### src/hdl/lyp_pkg.sv
// Shared types, constants and tables for the look-at yaw/pitch block.
package lyp_pkg;

  localparam int DIFF_W      = 33;
  localparam int CORD_W      = 40;
  localparam int ANG_W       = 32;
  localparam int YAW_W       = 15;
  localparam int PITCH_W     = 14;
  localparam int CFG_IDX_W   = 2;
  localparam int NORM_POS    = 29;

  localparam logic signed [ANG_W-1:0] HALF_PI_Q24 = 32'sd26353589;
  localparam logic [ANG_W-1:0] YAW_LIMIT   = 32'd12868;
  localparam logic [ANG_W-1:0] PITCH_LIMIT = 32'd6434;

  // Configuration register indexes
  localparam logic [CFG_IDX_W-1:0] REG_CAMERA_X = 2'd0;
  localparam logic [CFG_IDX_W-1:0] REG_CAMERA_Y = 2'd1;
  localparam logic [CFG_IDX_W-1:0] REG_CAMERA_Z = 2'd2;
  localparam logic [CFG_IDX_W-1:0] REG_EPSILON  = 2'd3;

  // Queue entry: direction plus its classification
  typedef struct packed {
    logic signed [DIFF_W-1:0] dx;
    logic signed [DIFF_W-1:0] dy;
    logic signed [DIFF_W-1:0] dz;
    logic                     near_cand;
    logic [1:0]               rsh;
    logic [4:0]               lsh;
  } lyp_entry_t;

  // One CORDIC vector state
  typedef struct packed {
    logic signed [CORD_W-1:0] x;
    logic signed [CORD_W-1:0] y;
    logic signed [ANG_W-1:0]  z;
  } lyp_cord_t;

  // atan(2^-i) in Q.24 radians, rounded to nearest
  function automatic logic [23:0] atan_q24(input logic [4:0] i);
    logic [23:0] v;
    case (i)
      5'd0:  v = 24'd13176795;
      5'd1:  v = 24'd7778716;
      5'd2:  v = 24'd4110060;
      5'd3:  v = 24'd2086331;
      5'd4:  v = 24'd1047214;
      5'd5:  v = 24'd524117;
      5'd6:  v = 24'd262123;
      5'd7:  v = 24'd131069;
      5'd8:  v = 24'd65536;
      5'd9:  v = 24'd32768;
      5'd10: v = 24'd16384;
      5'd11: v = 24'd8192;
      5'd12: v = 24'd4096;
      5'd13: v = 24'd2048;
      5'd14: v = 24'd1024;
      5'd15: v = 24'd512;
      5'd16: v = 24'd256;
      5'd17: v = 24'd128;
      5'd18: v = 24'd64;
      5'd19: v = 24'd32;
      5'd20: v = 24'd16;
      5'd21: v = 24'd8;
      5'd22: v = 24'd4;
      5'd23: v = 24'd2;
      5'd24: v = 24'd1;
      default: v = 24'd0;
    endcase
    return v;
  endfunction

  // Rotate a left-half-plane vector by +-pi/2 before vectoring
  function automatic lyp_cord_t prerot(input logic signed [CORD_W-1:0] x,
                                       input logic signed [CORD_W-1:0] y);
    lyp_cord_t c;
    c.x = x;
    c.y = y;
    c.z = '0;
    if (x < 0) begin
      if (y >= 0) begin
        c.x = y;
        c.y = -x;
        c.z = HALF_PI_Q24;
      end else begin
        c.x = -y;
        c.y = x;
        c.z = -HALF_PI_Q24;
      end
    end
    return c;
  endfunction

  // Round Q.24 to Q3.12 half away from zero, then saturate
  function automatic logic signed [ANG_W-1:0] to_q12(input logic signed [ANG_W-1:0] a,
                                                    input logic [ANG_W-1:0] limit);
    logic [ANG_W-1:0] mag;
    logic [ANG_W-1:0] r;
    mag = a[ANG_W-1] ? ANG_W'(-a) : ANG_W'(a);
    r = (mag + 32'd2048) >> 12;
    if (r > limit) r = limit;
    return a[ANG_W-1] ? -$signed(r) : $signed(r);
  endfunction

endpackage

### src/hdl/lyp_front.sv
// Front end: forms the direction, classifies it and pushes it to the queue.
module lyp_front (
  input  logic                          clk,
  input  logic                          rst_n,
  input  logic                          in_valid,
  output logic                          in_stall,
  input  logic signed [31:0]            in_target_x,
  input  logic signed [31:0]            in_target_y,
  input  logic signed [31:0]            in_target_z,
  input  logic signed [31:0]            camera_x,
  input  logic signed [31:0]            camera_y,
  input  logic signed [31:0]            camera_z,
  input  logic [15:0]                   epsilon,
  output logic                          push,
  output lyp_pkg::lyp_entry_t           push_entry,
  input  logic                          q_full
);
  import lyp_pkg::*;

  logic                     a_valid_r;
  logic signed [DIFF_W-1:0] a_dx_r, a_dy_r, a_dz_r;
  logic [DIFF_W-1:0]        ax, ay, az, m;
  logic [5:0]               pos;

  assign in_stall = a_valid_r && q_full;
  assign push     = a_valid_r && !q_full;

  // Register the direction and hold it until it is pushed
  always_ff @(posedge clk) begin
    if (!rst_n) begin
      a_valid_r <= 1'b0;
    end else if (in_valid && !in_stall) begin
      a_valid_r <= 1'b1;
    end else if (push) begin
      a_valid_r <= 1'b0;
    end
    if (in_valid && !in_stall) begin
      a_dx_r <= DIFF_W'(in_target_x) - DIFF_W'(camera_x);
      a_dy_r <= DIFF_W'(in_target_y) - DIFF_W'(camera_y);
      a_dz_r <= DIFF_W'(in_target_z) - DIFF_W'(camera_z);
    end
  end

  // Classify: near box test and normalizing shift from the leading one
  always_comb begin
    ax = a_dx_r[DIFF_W-1] ? DIFF_W'(-a_dx_r) : DIFF_W'(a_dx_r);
    ay = a_dy_r[DIFF_W-1] ? DIFF_W'(-a_dy_r) : DIFF_W'(a_dy_r);
    az = a_dz_r[DIFF_W-1] ? DIFF_W'(-a_dz_r) : DIFF_W'(a_dz_r);
    m = ax;
    if (ay > m) m = ay;
    if (az > m) m = az;
    pos = '0;
    for (int k = 0; k < DIFF_W; k++) begin
      if (m[k]) pos = 6'(k);
    end
    push_entry.dx        = a_dx_r;
    push_entry.dy        = a_dy_r;
    push_entry.dz        = a_dz_r;
    push_entry.near_cand = (ax <= DIFF_W'(epsilon)) && (ay <= DIFF_W'(epsilon)) &&
                           (az <= DIFF_W'(epsilon));
    push_entry.rsh   = (pos > 6'(NORM_POS)) ? 2'(pos - 6'(NORM_POS)) : 2'd0;
    push_entry.lsh   = (pos < 6'(NORM_POS)) ? 5'(6'(NORM_POS) - pos) : 5'd0;
  end

endmodule

### config.mk
export PLATFORM = sky130hd
export DESIGN_NAME = lyp_front
export DESIGN_NICKNAME = d
export VERILOG_FILES = /design/src/hdl/lyp_pkg.sv /design/src/hdl/lyp_front.sv
export SDC_FILE = /design/constraint.sdc
export NUM_CORES = 1
export LEC_CHECK = 0
export BUFFER_PORTS_ARGS = -buffer_cell sky130_fd_sc_hd__buf_2
export CORE_MARGIN = 8
export CORE_UTILIZATION = 55
export CTS_CLUSTER_DIAMETER = 150
export DETAILED_ROUTE_END_ITERATION = 12
export GPL_TIMING_DRIVEN = 0
export PLACE_DENSITY = 0.88
export SYNTH_ARGS = -nofsm -noshare
export SYNTH_HDL_FRONTEND = slang
export SYNTH_SLANG_ARGS = --single-unit
export TNS_END_PERCENT = 100
### constraint.sdc
create_clock -name clk -period 13.1 [get_ports clk]
set_input_delay 1.31 -clock clk [delete_from_list [all_inputs] [get_ports clk]]
set_output_delay 1.31 -clock clk [all_outputs]
set_load 0.02 [all_outputs]
==> results of run 1 <==
worst max-delay path, delay by kind of cell (launching register included):
kind | cells | cell delay, ns
compound gates | 11 | 2.76
fa+ha+maj | 3 | 0.88
buf+inv | 5 | 1.62
flops | 1 | 0.48
simple gates | 16 | 5.08
power breakdown:
part	switching (µW)	leakage, µW	internal (µW)
clock	144	0.000144	136
sequential	58.3	0.000965	414
combinational	955	0.00651	584
total	1160	0.00762	1130
cells by family after synthesis:
group	share of synthesized area [%]
multiplexers	0.706
flip-flops	21.4
buffers and inverters	6.22
AO/OA/AOI/OAI	21.3
AND/OR/NAND/NOR	20.5
XOR/XNOR	10.4
adder cells (fa/ha/maj)	19.5
layer usage:
metal  up-vias  track usage [%]  wire [µm]
li1       6893                -          -
met1      6721             33.6      17600
met2       711             48.8      21800
met3       122             7.02       4560
met4         0             11.9       1780
met5         -                0          0
state kept, by name (all words and copies together), names as in the netlist:
name,count
a_dy_r,33
a_valid_r,1
a_dz_r,33
a_dx_r,33
layout make-up:
type / instances / area (µm²) / area share [%]
repair buffers: 322 / 1640 / 10.0
multi-input cells: 1387 / 10200 / 62.0
plain buffers: 30 / 165 / 1.01
inverters: 188 / 706 / 4.31
flip-flops and latches: 100 / 2990 / 18.3
clock inverters: 7 / 75.1 / 0.458
clock buffers: 9 / 225 / 1.37
well taps: 330 / 413 / 2.52
final timing paths:
kind              cells after the start        from  slack (ns)       endpoint
hold reg to reg                       2   a_valid_r        0.67      a_valid_r
setup reg to reg                      4   a_valid_r       10.94     a_dz_r[17]
setup / recovery                     35  a_dx_r[21]        0.59  push_entry[6]
hold / removal                        2   a_valid_r        0.67      a_valid_r
cell usage in the layout (no fill, tap or decap), types with 50 or more instances in the layout:
master	n
buf_2	323
ha_1	214
inv_1	186
nand2_1	118
xnor2_1	116
a21oi_1	112
o21ai_0	110
nor2_1	100
edfxtp_1	99
xor2_1	50
through the flow:
stage / utilization (%) / power, µW / instances / worst slack [ns] / hold WS [ns]
6_report: 65.2 / 2290 / 2373 / 0.589 / 0.672
3_3_place_gp: 63.8 / 1930 / 2355 / 1.23 / 0.578
5_1_grt: 65.2 / 2450 / 2373 / 0.0858 / 0.719
4_1_cts: 65.2 / 2250 / 2373 / 0.759 / 0.677
2_1_floorplan: - / 1530 / 1705 / 2.91 / 0.713
3_5_place_dp: 64.0 / 1970 / 2357 / 1.17 / 0.659
repair_timing:
item / CTS / global route
buffers inserted: 0 / 0
endpoints found under the hold margin: 0 / 0
resized for setup: 0 / 2
endpoints found under the setup margin: 0 / 7
hold buffers: 0 / 0
==> impl_metrics.env, run 1 <==
export IMPL_status="finished clean"
export IMPL_critPathArrivalTime_ns=11.20
export IMPL_synthTopCellsByCount="ha_1, inv_1, nand2_1, xnor2_1, a21oi_1"
export IMPL_drive_above_1_share_pct=20.1
export IMPL_syn2layout_area_growth_pct=17.0
export IMPL_synth_area_leaders="edfxtp_1, ha_1, xnor2_1"
export IMPL_max_slew_margin_pct=23.2
export IMPL_path_clk_slew_ns=0.09
export IMPL_wl_um=45800
export IMPL_crit_fanout=10
export IMPL_p_leak_uw=0.00762
export IMPL_fp_dieH_um=176
export IMPL_num_fill_cells=2142
export IMPL_io_pins=321
export IMPL_rows=58
export IMPL_cts_htree_levels=3
export IMPL_diodes=0
export IMPL_place_gp_congestion=1.02
export IMPL_synth_most_common_cell="ha_1"
export IMPL_ys_flop_type="edfxtp_1"
export IMPL_wl_per_cell_um=19.3
export IMPL_cts_tree="yes"
export IMPL_synth_edf_count=99
export IMPL_worst_slew_pin_slew_ns=1.14
export IMPL_track_usage_pct=28.5
export IMPL_fin_worst_skew_ns=0.0150
export IMPL_yosysWarnings=0
export IMPL_hold_path_class="flip-flop to flip-flop"
export IMPL_die_area_um2=30800
export IMPL_async_reset_ff_share_pct=0
export IMPL_drt_iter0_drc=1306
export IMPL_drv_slew=0
export IMPL_dpl_instance_area_um2=16100
export IMPL_setup_tns_ns=0
export IMPL_dr_pass1_iters=8
export IMPL_final_hold_viol_count=0
export IMPL_syn_num_nets=2134
export IMPL_syn_inst=1705
export IMPL_yosys_register_bits=100
export IMPL_max_stage_delay_ns=0.63
export IMPL_cap_violations=0
export IMPL_slowest_stage="nor4_1"
export IMPL_grt_max_degree=36
export IMPL_antenna_left=0
export IMPL_fmax_mhz=79.9
export IMPL_power_density_nw_per_um2=140
export IMPL_vias_per_cell=6.09
export IMPL_num_nets_final=2467
export IMPL_clk_latency_ns=0.37
export IMPL_initial_core_util_pct=55.8
export IMPL_irDropWorstVdd_mv=0.164
export IMPL_io_buffer_count=320
export IMPL_setup_violations_final=0
export IMPL_core_um2=25100
export IMPL_end_kind="output port"
export IMPL_fin_crit_ns=12.51
export IMPL_criticalPathCategory="flip-flop to output port"
export IMPL_yosys_area_top_type="edfxtp_1"
export IMPL_antenna_found_initial=0
export IMPL_grt_pass1_vias=14300
export IMPL_worstSetupStartpointType="flip-flop"
export IMPL_timing_final_crit_share_pct=95.5
export IMPL_cts_root_buf="clkbuf_16"
export IMPL_die_x_um=176
export IMPL_synth_top_area_share_pct=21.2
export IMPL_avgSynthCellArea_um2=8.22
export IMPL_syn_area_um2=14000
export IMPL_final_area_um2=16400
export IMPL_synth_distinct_cells=88
export IMPL_grt_overflow=0
export IMPL_grt_pass1_wl_um=71800
export IMPL_rsz0062_at_grt="false"
export IMPL_ys_seq_area_share_pct=21.4
export IMPL_num_vias=14400
export IMPL_worstPathRequired_ns=11.79
export IMPL_dp_hpwl_um=39200
export IMPL_drcViolationCount=0
export IMPL_cts_max_path_buffers=2
export IMPL_cts_made_buffers=9
export IMPL_numClockSinks=100
Power figures use the tool's default switching activity.
==> run 2: changes to the inputs <==
--- a/config.mk
+++ b/config.mk
@@ -5,6 +5,7 @@
 export SDC_FILE = /design/constraint.sdc
 export NUM_CORES = 1
 export LEC_CHECK = 0
+export ABC_AREA = 1
 export BUFFER_PORTS_ARGS = -buffer_cell sky130_fd_sc_hd__buf_2
 export CORE_MARGIN = 8
 export CORE_UTILIZATION = 55
==> impl_metrics.env, run 2 <==
export IMPL_p_leak_uw=0.00859
export IMPL_drcViolationCount=0
export IMPL_hold_start="a_valid_r"
export IMPL_dpl_instance_area_um2=16100
export IMPL_initial_core_util_pct=55.9
export IMPL_grt_pass1_vias=14000
export IMPL_intPower_uw=1230
export IMPL_numClockSinks=100
export IMPL_clk_latency_ns=0.36
export IMPL_rsz0062_at_grt="false"
export IMPL_antenna_found_initial=0
export IMPL_max_stage_delay_ns=0.55
export IMPL_cts_tree="yes"
export IMPL_ys_flop_type="edfxtp_1"
export IMPL_antenna_left=0
export IMPL_ys_seq_area_share_pct=21.3
export IMPL_grt_pass1_wl_um=64600
export IMPL_dp_cells=2614
export IMPL_syn2layout_area_growth_pct=17.0
export IMPL_final_common_cell="nand2_1"
export IMPL_core_um2=25100
export IMPL_clkPwrFrac_pct=11.0
export IMPL_irDropWorstVdd_mv=0.120
export IMPL_dr_pass1_iters=9
export IMPL_vias_per_cell=5.45
export IMPL_worstPathRequired_ns=11.79
export IMPL_synth_most_common_cell="nand2_1"
export IMPL_worst_slew_pin_slew_ns=0.989
export IMPL_p_sw_share_pct=52.2
export IMPL_num_nets_final=2724
export IMPL_cts_htree_levels=3
export IMPL_yosys_area_top_type="edfxtp_1"
export IMPL_max_slew_margin_pct=33.4
export IMPL_rows=58
export IMPL_hold_slack_ns=0.514
export IMPL_post_cts_setup_buffers=0
export IMPL_async_reset_ff_share_pct=0
export IMPL_slowest_stage="edfxtp_1"
export IMPL_power_density_nw_per_um2=157
export IMPL_final_area_um2=16400
export IMPL_syn_num_nets=2391
export IMPL_cpMostUsedCell="nand2_1"
export IMPL_synth_edf_count=99
export IMPL_fmax_mhz=91.8
export IMPL_reg_top3="a_dx_r (33), a_dy_r (33), a_dz_r (33)"
export IMPL_timing_final_crit_share_pct=83.2
export IMPL_drt_iter0_drc=1125
export IMPL_seq_power_share_pct=18.4
export IMPL_synth_distinct_cells=53
export IMPL_avgSynthCellArea_um2=7.16
export IMPL_status="finished clean"
export IMPL_drive_above_1_share_pct=18.7
export IMPL_dp_hpwl_um=35400
export IMPL_fp_dieH_um=176
export IMPL_wl_um=40500
export IMPL_cts_root_buf="clkbuf_16"
export IMPL_instances_no_fill=2630
export IMPL_track_usage_pct=25.2
export IMPL_synth_top_area_share_pct=21.2
export IMPL_cp_top_family="simple AND/OR/NAND/NOR gates"
export IMPL_synthTopCellsByCount="nand2_1, inv_1, ha_1, a21oi_1, nor2_1"
export IMPL_syn_inst=1962
export IMPL_regToRegStartpoint="a_valid_r"
export IMPL_final_hold_viol_count=0
export IMPL_critPathArrivalTime_ns=9.59
export IMPL_fin_worst_skew_ns=0.00385
export IMPL_crit_fanout=10
export IMPL_wl_per_cell_um=15.4
export IMPL_power_frac_comb_pct=70.6
export IMPL_cts_made_buffers=9
export IMPL_switching_power_uw=1350
export IMPL_cts_max_path_buffers=2
export IMPL_fin_crit_ns=10.90
export IMPL_grt_max_degree=40
export IMPL_die_area_um2=30900
export IMPL_post_place_ws_ns=2.84
export IMPL_yosysWarnings=0
export IMPL_worstSetupStartpointType="flip-flop"
export IMPL_drv_slew=0
export IMPL_setup_tns_ns=0
export IMPL_criticalPathCategory="flip-flop to output port"
export IMPL_diodes=0
export IMPL_syn_area_um2=14000
export IMPL_setup_slack_ns=2.20
export IMPL_path_clk_slew_ns=0.07
export IMPL_crit_buf_inv=6
export IMPL_cts_resized_gates=0
export IMPL_startpoint="a_dx_r[0]"
export IMPL_io_buffer_count=320
export IMPL_num_vias=14300
export IMPL_cap_violations=0
export IMPL_grt_overflow=0
export IMPL_setup_violations_final=0
export IMPL_hold_path_class="flip-flop to flip-flop"
export IMPL_final_cell_mix="nand2_1, inv_1, buf_2"
export IMPL_synth_area_leaders="edfxtp_1, ha_1, nand2_1"
export IMPL_yosys_register_bits=100
export IMPL_die_x_um=176
export IMPL_place_gp_congestion=0.959
export IMPL_ctsHoldBuffers=0
export IMPL_end_kind="output port"
export IMPL_io_pins=321
## run 2: layer usage
metal	routed length (µm)	track usage, %	part of all wire [%]	up-vias
met3	3340	6.40	8.2	74
met5	0	0	0	-
met1	16400	29.3	40	6525
li1	-	-	-	7197
met4	988	7.67	2.4	0
met2	19800	44.6	49	530
## run 2: final cells by class
type	instances	area [µm²]
plain buffers	20	118
clock buffers	11	253
clock inverters	5	67.6
fillers	2243	8680
inverters	350	1310
multi-input cells	1492	9630
flip-flops and latches	100	2990
well taps	330	413
repair buffers	322	1640
## run 2: path summary, 6_finish.rpt
path	slack (ns)	endpoint	cells past startpoint
hold reg to reg	0.51	a_valid_r	2
setup reg to reg	11.35	a_dy_r[11]	4
setup / recovery	2.20	push_entry[5]	72
hold / removal	0.51	a_valid_r	2
## run 2: per-stage QoR
step	power (µW)	util [%]
floorplan	1800	-
global placement	2220	64.0
detailed placement	2270	64.2
CTS	2560	65.4
global route	2820	65.4
finish	2580	65.4
## run 2: kinds of logic after synthesis
| logic type | after synthesis | synth area share [%] |
|---|---|---|
| fa+ha+maj | 217 | 19.5 |
| compound gates | 387 | 15.5 |
| simple gates | 708 | 22.2 |
| flops | 100 | 21.3 |
| buf+inv | 370 | 10.2 |
| xor+xnor | 180 | 11.3 |
## run 2: power groups by stage
| stage | clock network [µW] | logic [µW] | registers (µW) |
|---|---|---|---|
| finish | 284 | 1820 | 473 |
| global route | 300 | 2040 | 479 |
| CTS | 287 | 1800 | 473 |
| detailed placement | 0 | 1790 | 480 |
| global placement | 0 | 1730 | 482 |
| floorplan | 0 | 1280 | 517 |
## run 2: tightest hold or removal path, stage by stage, from the launching register on
cell	delay [ns]
dfxtp_1	0.31
nand2_1	0.07
a21boi_0	0.08
