### src/hdl/lyp_pkg.sv
// Shared types, constants and tables for the look-at yaw/pitch block.
package lyp_pkg;

  localparam int DIFF_W      = 33;
  localparam int CORD_W      = 40;
  localparam int ANG_W       = 32;
  localparam int YAW_W       = 15;
  localparam int PITCH_W     = 14;
  localparam int CFG_IDX_W   = 2;
  localparam int NORM_POS    = 29;

  localparam logic signed [ANG_W-1:0] HALF_PI_Q24 = 32'sd26353589;
  localparam logic [ANG_W-1:0] YAW_LIMIT   = 32'd12868;
  localparam logic [ANG_W-1:0] PITCH_LIMIT = 32'd6434;

  // Configuration register indexes
  localparam logic [CFG_IDX_W-1:0] REG_CAMERA_X = 2'd0;
  localparam logic [CFG_IDX_W-1:0] REG_CAMERA_Y = 2'd1;
  localparam logic [CFG_IDX_W-1:0] REG_CAMERA_Z = 2'd2;
  localparam logic [CFG_IDX_W-1:0] REG_EPSILON  = 2'd3;

  // Queue entry: direction plus its classification
  typedef struct packed {
    logic signed [DIFF_W-1:0] dx;
    logic signed [DIFF_W-1:0] dy;
    logic signed [DIFF_W-1:0] dz;
    logic                     near_cand;
    logic [1:0]               rsh;
    logic [4:0]               lsh;
  } lyp_entry_t;

  // One CORDIC vector state
  typedef struct packed {
    logic signed [CORD_W-1:0] x;
    logic signed [CORD_W-1:0] y;
    logic signed [ANG_W-1:0]  z;
  } lyp_cord_t;

  // atan(2^-i) in Q.24 radians, rounded to nearest
  function automatic logic [23:0] atan_q24(input logic [4:0] i);
    logic [23:0] v;
    case (i)
      5'd0:  v = 24'd13176795;
      5'd1:  v = 24'd7778716;
      5'd2:  v = 24'd4110060;
      5'd3:  v = 24'd2086331;
      5'd4:  v = 24'd1047214;
      5'd5:  v = 24'd524117;
      5'd6:  v = 24'd262123;
      5'd7:  v = 24'd131069;
      5'd8:  v = 24'd65536;
      5'd9:  v = 24'd32768;
      5'd10: v = 24'd16384;
      5'd11: v = 24'd8192;
      5'd12: v = 24'd4096;
      5'd13: v = 24'd2048;
      5'd14: v = 24'd1024;
      5'd15: v = 24'd512;
      5'd16: v = 24'd256;
      5'd17: v = 24'd128;
      5'd18: v = 24'd64;
      5'd19: v = 24'd32;
      5'd20: v = 24'd16;
      5'd21: v = 24'd8;
      5'd22: v = 24'd4;
      5'd23: v = 24'd2;
      5'd24: v = 24'd1;
      default: v = 24'd0;
    endcase
    return v;
  endfunction

  // Rotate a left-half-plane vector by +-pi/2 before vectoring
  function automatic lyp_cord_t prerot(input logic signed [CORD_W-1:0] x,
                                       input logic signed [CORD_W-1:0] y);
    lyp_cord_t c;
    c.x = x;
    c.y = y;
    c.z = '0;
    if (x < 0) begin
      if (y >= 0) begin
        c.x = y;
        c.y = -x;
        c.z = HALF_PI_Q24;
      end else begin
        c.x = -y;
        c.y = x;
        c.z = -HALF_PI_Q24;
      end
    end
    return c;
  endfunction

  // Round Q.24 to Q3.12 half away from zero, then saturate
  function automatic logic signed [ANG_W-1:0] to_q12(input logic signed [ANG_W-1:0] a,
                                                    input logic [ANG_W-1:0] limit);
    logic [ANG_W-1:0] mag;
    logic [ANG_W-1:0] r;
    mag = a[ANG_W-1] ? ANG_W'(-a) : ANG_W'(a);
    r = (mag + 32'd2048) >> 12;
    if (r > limit) r = limit;
    return a[ANG_W-1] ? -$signed(r) : $signed(r);
  endfunction

endpackage

### src/hdl/lyp_queue.sv
// Two-entry queue between the front end and the back end.
module lyp_queue (
  input  logic                clk,
  input  logic                rst_n,
  input  logic                push,
  input  lyp_pkg::lyp_entry_t push_entry,
  input  logic                pop,
  output lyp_pkg::lyp_entry_t head,
  output logic                empty,
  output logic                full
);
  import lyp_pkg::*;

  lyp_entry_t mem_r [2];
  logic       wr_ptr_r, rd_ptr_r;
  logic [1:0] cnt_r;

  assign empty = (cnt_r == 2'd0);
  assign full  = (cnt_r == 2'd2);
  assign head  = mem_r[rd_ptr_r];

  // Advance pointers and count
  always_ff @(posedge clk) begin
    if (!rst_n) begin
      wr_ptr_r <= 1'b0;
      rd_ptr_r <= 1'b0;
      cnt_r    <= 2'd0;
    end else begin
      if (push) wr_ptr_r <= !wr_ptr_r;
      if (pop)  rd_ptr_r <= !rd_ptr_r;
      if (push && !pop)      cnt_r <= cnt_r + 2'd1;
      else if (pop && !push) cnt_r <= cnt_r - 2'd1;
    end
    if (push) mem_r[wr_ptr_r] <= push_entry;
  end

endmodule

### config.mk
export PLATFORM = sky130hd
export DESIGN_NAME = lyp_queue
export DESIGN_NICKNAME = d
export VERILOG_FILES = /design/src/hdl/lyp_pkg.sv /design/src/hdl/lyp_queue.sv
export SDC_FILE = /design/constraint.sdc
export NUM_CORES = 1
export LEC_CHECK = 0
export ABC_CLOCK_PERIOD_IN_PS = 15300
export BUFFER_PORTS_ARGS = -buffer_cell sky130_fd_sc_hd__buf_2
export CORE_MARGIN = 5
export CORE_UTILIZATION = 25
export DETAILED_ROUTE_END_ITERATION = 10
export PLACE_DENSITY = 0.45
export SYNTH_ARGS = -nofsm -noshare
export SYNTH_HDL_FRONTEND = slang
export SYNTH_SLANG_ARGS = --single-unit
### constraint.sdc
create_clock -name clk -period 15.3 [get_ports clk]
set_input_delay 3.06 -clock clk [delete_from_list [all_inputs] [get_ports clk]]
set_output_delay 3.06 -clock clk [all_outputs]
set_load 0.05 [all_outputs]
==> impl_metrics.ini, run 1 <==
[floorplan]
core_um2 = 31700
io_pins = 220
die_w_um = 189
die_height_um = 189
start_util = 0.254
die-area_um2 = 35900
core.rowCount = 65

[timing]
period_share = 0.388
max_slew_margin = 0.441
maxSlewViolCount = 0
rsz0062_at_grt = no
period_needed_ns = 5.93
setup_viol = 0
hold_violations = 0
tns_ns = 0
fmax_ghz = 0.169
tightest_slew_ns = 0.839
finalWorstSetupSlack_ns = 9.37
skew_ns = 0.0119
hold_slack_ns = 0.512

[cts]
cts_buffers = 25
cts_sinks = 219
cts-htree-levels = 1
post_cts_buffers = 0
cts_resized = 0
clk_transition_reported_paths_ns = 0.05
root_buffer = clkbuf_16
ctsHoldBuffers = 0
clockBufferDepth = 3
cts_tree = built
clkLatencyLatePin_ns = 0.51

[placement]
dp_hpwl_um = 11800
port_buffers = 219
dpl-instance-area_um2 = 9600
place.gp.congestion = 0.705
dp_slack_ns = 9.85
dp.cells = 968

[critical_path]
crit_fanout = 57
crit_path_end_kind = output port
slowest_delay_ns = 0.85
crit_path_start_kind = flop
r2r_end = mem_r[1][60]
cpMaxStageDelayCell = dfxtp_4
cp.required_ns = 12.24
ff2ff_setup_slack_ns = 13.06
critPathKind = flop to output port
cp.arrival_ns = 2.87
worstReg2RegStart = wr_ptr_r
worstRegToRegCells = 2
crit_chain = buf_4 > mux2_2 > buf_2

[min_path]
hp-start = cnt_r[1]
whs_path_depth = 2
min_to = cnt_r[1]
hp-class = flop to flop

[synth]
synth-seq-cells = 219
syn_nets = 467
synth_warnings = 0
synth_cells = 355
synth.yosys.seq_area_share = 0.811
syn_avg_cell_area_um2 = 22.7
syn_area_um2 = 8050
ys_types = 17

[grt]
grt_max_degree = 58
antenna_found_initial = 1
grt_use_total = 0.0909
overflow = 0
grt_pass1_vias = 4672
grt_pass1_wl_um = 25900

[final_layout]
drive_above_1_share = 0.603
fin_nets = 705
postLayoutCellArea_um2 = 10400
area_growth_pct = 29.2
final_cells = 1010
fillCellCount = 3097
final_cell_mix = buf_2 (219), edfxtp_1 (214), mux2_2 (77), mux2_4 (30), clkbuf_16 (25)
layout_commonest_cell = buf_2

[run]
maxCapViolCount = 0

[routing]
wirelength_um = 17300
via_per_inst = 4.01
drc = 0
wl_per_cell_um = 17.2
dr.pass1.iters = 4
vias = 4055
dr.first_iter.drc_count = 111
ant_nets = 0

[status]
status = completed

[pwr]
p_per_area_nw_per_um2 = 146
power.leakage_nw = 3.89
max-vdd-ir-drop_v = 0.0000724
-- state kept, by name, indices dropped and copies added (netlist names), named ones only --
| signal | count |
|---|---|
| mem_r | 214 |
| cnt_r | 2 |
| rd_ptr_r | 1 |
| wr_ptr_r | 1 |
-- critical path: cells and delay by family, from the launching register on --
family / cells / cell delay, ns
buffers and inverters: 2 / 0.94
flip-flops: 1 / 0.85
multiplexers: 1 / 0.42
-- how the worst max path moves through the flow --
stage | start | endpoint | cells after the start
after floorplan | push | mem_r[0][0] | 1
final | flop | head[46] | 3
after global placement | flop | head[47] | 3
after CTS | flop | head[67] | 3
after global routing | flop | head[45] | 3
after detailed placement | flop | head[42] | 3
-- metrics by stage --
step	power (mW)	utilization
after floorplan	0.892	-
after global placement	0.946	0.303
after detailed placement	0.949	0.303
after CTS	1.55	0.328
after global routing	1.58	0.328
final	1.52	0.328
-- final cells by class --
cell class / count / area [um2] / area share
Antenna cell: 1 / 2.50 / 0.000240
Clock buffer: 28 / 637 / 0.0612
Clock inverter: 13 / 164 / 0.0158
Inverter: 1 / 3.75 / 0.000361
Multi-Input combinational cell: 123 / 1440 / 0.138
Sequential cell: 219 / 6530 / 0.628
Tap cell: 402 / 503 / 0.0483
Timing Repair Buffer: 223 / 1130 / 0.108
-- report_power, final --
| part | internal, mW | leakage, nW | switching (mW) |
|---|---|---|---|
| Clock | 0.363 | 0.384 | 0.224 |
| Combinational | 0.0674 | 1.46 | 0.157 |
| Sequential | 0.694 | 2.05 | 0.0138 |
-- metal layers --
layer	vias up	routed length, um	GRT usage
li1	1882	-	-
met3	33	1580	0.0356
met2	150	8430	0.158
met5	-	11	0
met4	2	359	0.0239
met1	1988	6950	0.105
-- synthesized netlist by cell type, drive strengths merged --
cell type / count / area, um2
edfxtp: 214 / 6430
mux2: 107 / 1320
buf: 12 / 91.3
dfxtp: 5 / 100
and2: 4 / 25.0
nor2b: 3 / 18.8
xor2: 2 / 17.5
a21boi: 1 / 7.51
ha: 1 / 12.5
inv: 1 / 3.75
nor2: 1 / 3.75
o21a: 1 / 7.51
o21ai: 1 / 5.00
or3: 1 / 6.26
xnor2: 1 / 8.76
-- cells by family (layout without fill, tap and decap cells) --
family | after synthesis | in the layout | share of synthesized area
flip-flops | 219 | 219 | 0.811
buffers and inverters | 13 | 265 | 0.0118
other | 0 | 1 | 0
XOR/XNOR | 3 | 3 | 0.00326
multiplexers | 107 | 107 | 0.164
adder cells (fa/ha/maj) | 1 | 1 | 0.00155
AO/OA/AOI/OAI | 3 | 3 | 0.00249
AND/OR/NAND/NOR | 9 | 9 | 0.00668
Power figures use the tool's default switching activity.
==> run 2, diff against run 1 <==
--- a/config.mk
+++ b/config.mk
@@ -5,12 +5,12 @@
 export SDC_FILE = /design/constraint.sdc
 export NUM_CORES = 1
 export LEC_CHECK = 0
-export ABC_CLOCK_PERIOD_IN_PS = 15300
+export ABC_CLOCK_PERIOD_IN_PS = 5000
 export BUFFER_PORTS_ARGS = -buffer_cell sky130_fd_sc_hd__buf_2
 export CORE_MARGIN = 5
 export CORE_UTILIZATION = 25
 export DETAILED_ROUTE_END_ITERATION = 10
-export PLACE_DENSITY = 0.45
+export PLACE_DENSITY = 0.47
 export SYNTH_ARGS = -nofsm -noshare
 export SYNTH_HDL_FRONTEND = slang
 export SYNTH_SLANG_ARGS = --single-unit
==> constraint.sdc (replaced) <==
create_clock -name clk -period 5 [get_ports clk]
set_input_delay 1 -clock clk [delete_from_list [all_inputs] [get_ports clk]]
set_output_delay 1 -clock clk [all_outputs]
set_load 0.05 [all_outputs]
==> run 2 against run 1 <==
Net effect:
- register-to-register slack got worse by 9.6 ns
- wire length fell by 3.6%
- non-clock buffer count did not move
- utilization fell by 0.063 points
- largest power group unchanged
- critical path type unchanged
- count of clock-buffer cells in the layout rose by 5
- total power rose to 3.0 times the previous value
==> impl_metrics.ini, run 2 (synthesis results as in run 1) <==
[timing]
fmax_ghz = 0.282
skew_ns = 0.0158
setup_viol = 0
tns_ns = 0
maxSlewViolCount = 0
finalWorstSetupSlack_ns = 1.46
period_needed_ns = 3.54
period_share = 0.708
hold_violations = 0
rsz0062_at_grt = no
tightest_slew_ns = 0.864
max_slew_margin = 0.424

[pwr]
max-vdd-ir-drop_v = 0.000247
power.leakage_nw = 3.88
p_per_area_nw_per_um2 = 436

[min_path]
hp-class = flop to flop

[final_layout]
reg.largest.list = mem_r x214, cnt_r x2
final_cells = 1014
fillCellCount = 3111
regMostFlops = mem_r
final_cell_mix = buf_2 (219), edfxtp_1 (214), mux2_2 (77), mux2_4 (30), clkbuf_16 (25)
layout_commonest_cell = buf_2
antennaDiodeCount = 0
area_growth_pct = 29.0
largest_reg_flops = 214
drive_above_1_share = 0.595
fin_nets = 705

[cts]
clk_transition_reported_paths_ns = 0.05
cts-htree-levels = 1
clkLatencyLatePin_ns = 0.53
cts_resized = 0
cts_buffers = 25
cts_sinks = 219
clockBufferDepth = 3
root_buffer = clkbuf_16
cts_tree = built
ctsHoldBuffers = 0
post_cts_buffers = 0

[grt]
grt_max_degree = 108
grt_use_met1 = 0.105
grt_use_met3 = 0.0304
grt_use_met2 = 0.155
antenna_found_initial = 0
top_usage_layer = met2
grt_use_total = 0.0890
grt_pass1_wl_um = 25600
grt_pass1_vias = 4545
overflow = 0

[critical_path]
cp.required_ns = 4.00
crit_path_end_kind = output port
cp.arrival_ns = 2.54
critPathKind = flop to output port
crit_fanout = 56
crit_path_start_kind = flop

[floorplan]
die_w_um = 189
core_um2 = 31700
start_util = 0.254
io_pins = 220
die-area_um2 = 35900
die_height_um = 189
core.rowCount = 65

[run]
maxCapViolCount = 0

[placement]
dp_slack_ns = 1.96
dp.cells = 968
place.gp.congestion = 0.664
port_buffers = 219
dp_hpwl_um = 11200

[routing]
wirelength_um = 16700
wl_per_cell_um = 16.5
vias = 4067
drc = 0
dr.pass1.iters = 4
ant_nets = 0
via_per_inst = 4.01
dr.first_iter.drc_count = 168

[status]
status = completed
-- run 2: changes by cell type in the layout (fill, tap and decap cells not counted), sizes merged --
cell      delta
clkbuf       +5
diode        -1
inv          +2
bufinv       -3
clkinv       +2
clkinvlp     -1
-- run 2: power by group --
part	switching, mW	internal, mW	total, mW
Sequential	0.0413	2.12	2.16
Combinational	0.483	0.209	0.692
Clock	0.689	0.977	1.67
-- run 2: final cells by class --
class / count / area, um2 / area share
flip-flops and latches: 219 / 6530 / 0.629
multi-input cells: 123 / 1440 / 0.139
repair buffers: 223 / 1150 / 0.111
clock buffers: 33 / 656 / 0.0631
well taps: 402 / 503 / 0.0484
clock inverters: 13 / 103 / 0.00988
inverters: 1 / 3.75 / 0.000361
-- run 2: through the flow --
step	power [mW]	instance area (um2)	utilization	hold WS (ns)
after global routing	4.72	10400	0.327	0.576
after CTS	4.62	10400	0.327	0.532
final	4.52	10400	0.327	0.524
after floorplan	2.73	8050	-	0.466
after detailed placement	2.91	9630	0.304	0.525
after global placement	2.90	9630	0.304	0.478
-- run 2: worst max-delay path, stage by stage (launching register included) --
cell	delay, ns
dfxtp_4	0.87
buf_12	0.40
mux2_2	0.39
buf_2	0.21
-- run 2: path summary, 6_finish.rpt --
kind / from / cells after the start / endpoint / slack (ns)
setup / recovery: flop / 3 / head[34] / 1.46
hold / removal: cnt_r[1] / 2 / cnt_r[1] / 0.52
setup reg to reg: wr_ptr_r / 2 / mem_r[0][99] / 3.47
hold reg to reg: cnt_r[1] / 2 / cnt_r[1] / 0.52
-- run 2: metal layers --
| layer | vias to the layer above | wire [um] |
|---|---|---|
| met3 | 29 | 1230 |
| met1 | 2005 | 6630 |
| met5 | - | 0 |
| met2 | 144 | 8370 |
| li1 | 1889 | - |
| met4 | 0 | 495 |
==> run 3, diff against run 2 <==
--- a/config.mk
+++ b/config.mk
@@ -5,7 +5,7 @@
 export SDC_FILE = /design/constraint.sdc
 export NUM_CORES = 1
 export LEC_CHECK = 0
-export ABC_CLOCK_PERIOD_IN_PS = 5000
+export ABC_CLOCK_PERIOD_IN_PS = 3100
 export BUFFER_PORTS_ARGS = -buffer_cell sky130_fd_sc_hd__buf_2
 export CORE_MARGIN = 5
 export CORE_UTILIZATION = 25
==> constraint.sdc (replaced) <==
create_clock -name clk -period 3.1 [get_ports clk]
set_input_delay 0.62 -clock clk [delete_from_list [all_inputs] [get_ports clk]]
set_output_delay 0.62 -clock clk [all_outputs]
set_load 0.05 [all_outputs]
==> run 3 against run 2 <==
Net effect:
- largest power group unchanged
- via count shrank 0.30%
- critical path depth unchanged
- first-iteration DRC count shrank 33%
- total power grew 68%
- cell area grew 1.3%
- register-to-register slack got worse by 2.0 ns
==> impl_metrics.ini, run 3 (synthesis results as in run 1) <==
[final_layout]
fin_nets = 707
post-route-util = 0.332
largest_reg_flops = 214
regArea_um2 = 6530
area_growth_pct = 30.7
final_cell_mix = buf_2 (219), edfxtp_1 (214), mux2_2 (77), mux2_4 (30), clkbuf_16 (25)
layout_commonest_cell = buf_2
fillCellCount = 3076
multi_input_area_um2 = 1440
reg.largest.list = mem_r x214, cnt_r x2
drive_above_1_share = 0.606
regMostFlops = mem_r
final_cells = 1016

[critical_path]
cpMaxStageDelayCell = dfxtp_4
cp.required_ns = 2.48
crit_fanout = 41
cp.arrival_ns = 2.16
cp_top_family = flip-flops
cp.depth = 3
crit_path_start_kind = flop
slowest_delay_ns = 0.64
path_buf_inv = 2
worstRegToRegCells = 2
crit_chain = buf_12 > mux2_2 > buf_2
crit_path_end_kind = output port
critPathKind = flop to output port

[routing]
vias = 4055
ant_nets = 0
drc = 0
wirelength_um = 17300
dr.pass1.iters = 4
via_per_inst = 3.99
wl_per_cell_um = 17.0
dr.first_iter.drc_count = 113

[grt]
grt_max_degree = 76
grt_pass1_wl_um = 26200
grt_pass1_vias = 4607
antenna_found_initial = 3
grt_use_total = 0.0918
overflow = 0

[pwr]
p_comb_frac = 0.150
p_int_mw = 5.66
max-vdd-ir-drop_v = 0.000369
switching_share = 0.255
finalPower_mw = 7.60
p_per_area_nw_per_um2 = 722
power_switching_mw = 1.94
power.leakage_nw = 3.95
p_clk_frac = 0.392
p_seq_frac = 0.457

[cts]
cts_resized = 0
clkLatencyLatePin_ns = 0.50
cts_tree = built
ctsHoldBuffers = 0
clockBufferDepth = 3
cts_sinks = 219
post_cts_buffers = 0
cts_buffers = 25
clk_transition_reported_paths_ns = 0.06
root_buffer = clkbuf_16
cts-htree-levels = 1

[placement]
dp_hpwl_um = 11900
port_buffers = 219
place.gp.congestion = 0.751
dp.cells = 970

[min_path]
hp-class = input pin to flop
whs_path_depth = 1

[floorplan]
die_height_um = 189
io_pins = 220
core_um2 = 31700
core.rowCount = 65
die-area_um2 = 35900
die_w_um = 189
start_util = 0.254

[timing]
max_slew_margin = 0.627
maxSlewViolCount = 0
hold_violations = 0
rsz0062_at_grt = no
fmax_ghz = 0.359
tightest_slew_ns = 0.559
skew_ns = 0.0176
period_share = 0.898
tns_ns = 0
period_needed_ns = 2.78
setup_viol = 0

[run]
maxCapViolCount = 0

[status]
status = completed
## run 3: cell types whose count changed in the layout (fill, tap and decap cells not counted), sizes merged
cell / delta
bufinv: +4
buf: +2
clkinv: -2
diode: +2
inv: -2
clkbuf: -1
clkinvlp: -1
## run 3: final timing paths
path | from | end | slack (ns)
min reg2reg | cnt_r[1] | cnt_r[1] | 0.50
max | flop | head[43] | 0.32
min | push_entry[1] | mem_r[1][1] | 0.30
max reg2reg | wr_ptr_r | mem_r[1][9] | 1.47
## run 3: power groups by stage
stage               Combinational (mW)  Sequential, mW  Clock [mW]
floorplan                        0.876            3.52           0
global placement                  1.15            3.53           0
detailed placement                1.16            3.54           0
CTS                               1.17            3.48        3.10
global route                      1.21            3.49        3.23
finish                            1.14            3.48        2.98
## run 3: through the flow
stage | worst slack (ns) | cell area [um2] | hold WS [ns]
final | 0.317 | 10500 | 0.298
after global routing | 0.202 | 10500 | 0.267
after detailed placement | 0.828 | 9680 | 0.492
after floorplan | 0.426 | 8060 | 0.466
after CTS | 0.248 | 10500 | 0.259
after global placement | 0.867 | 9680 | 0.478
## run 3: area by class of cell
type,count,area share
Antenna cell,2,0.000476
Clock buffer,32,0.0620
Clock inverter,12,0.0175
Inverter,1,0.000357
Multi-Input combinational cell,123,0.137
Sequential cell,219,0.621
Tap cell,402,0.0478
Timing Repair Buffer,225,0.114
## run 3: layer usage
metal  part of all wire  GRT usage  vias up
met4              0.028     0.0289        2
li1                   -          -     1888
met2               0.49      0.156      148
met1               0.39      0.107     1984
met3              0.090     0.0363       33
met5            0.00075          0        -
## run 3: worst register-to-register path, stage by stage, from the launching register on
cell     delay, ns
dfxtp_1       0.38
and2_4        0.52
buf_12        0.34
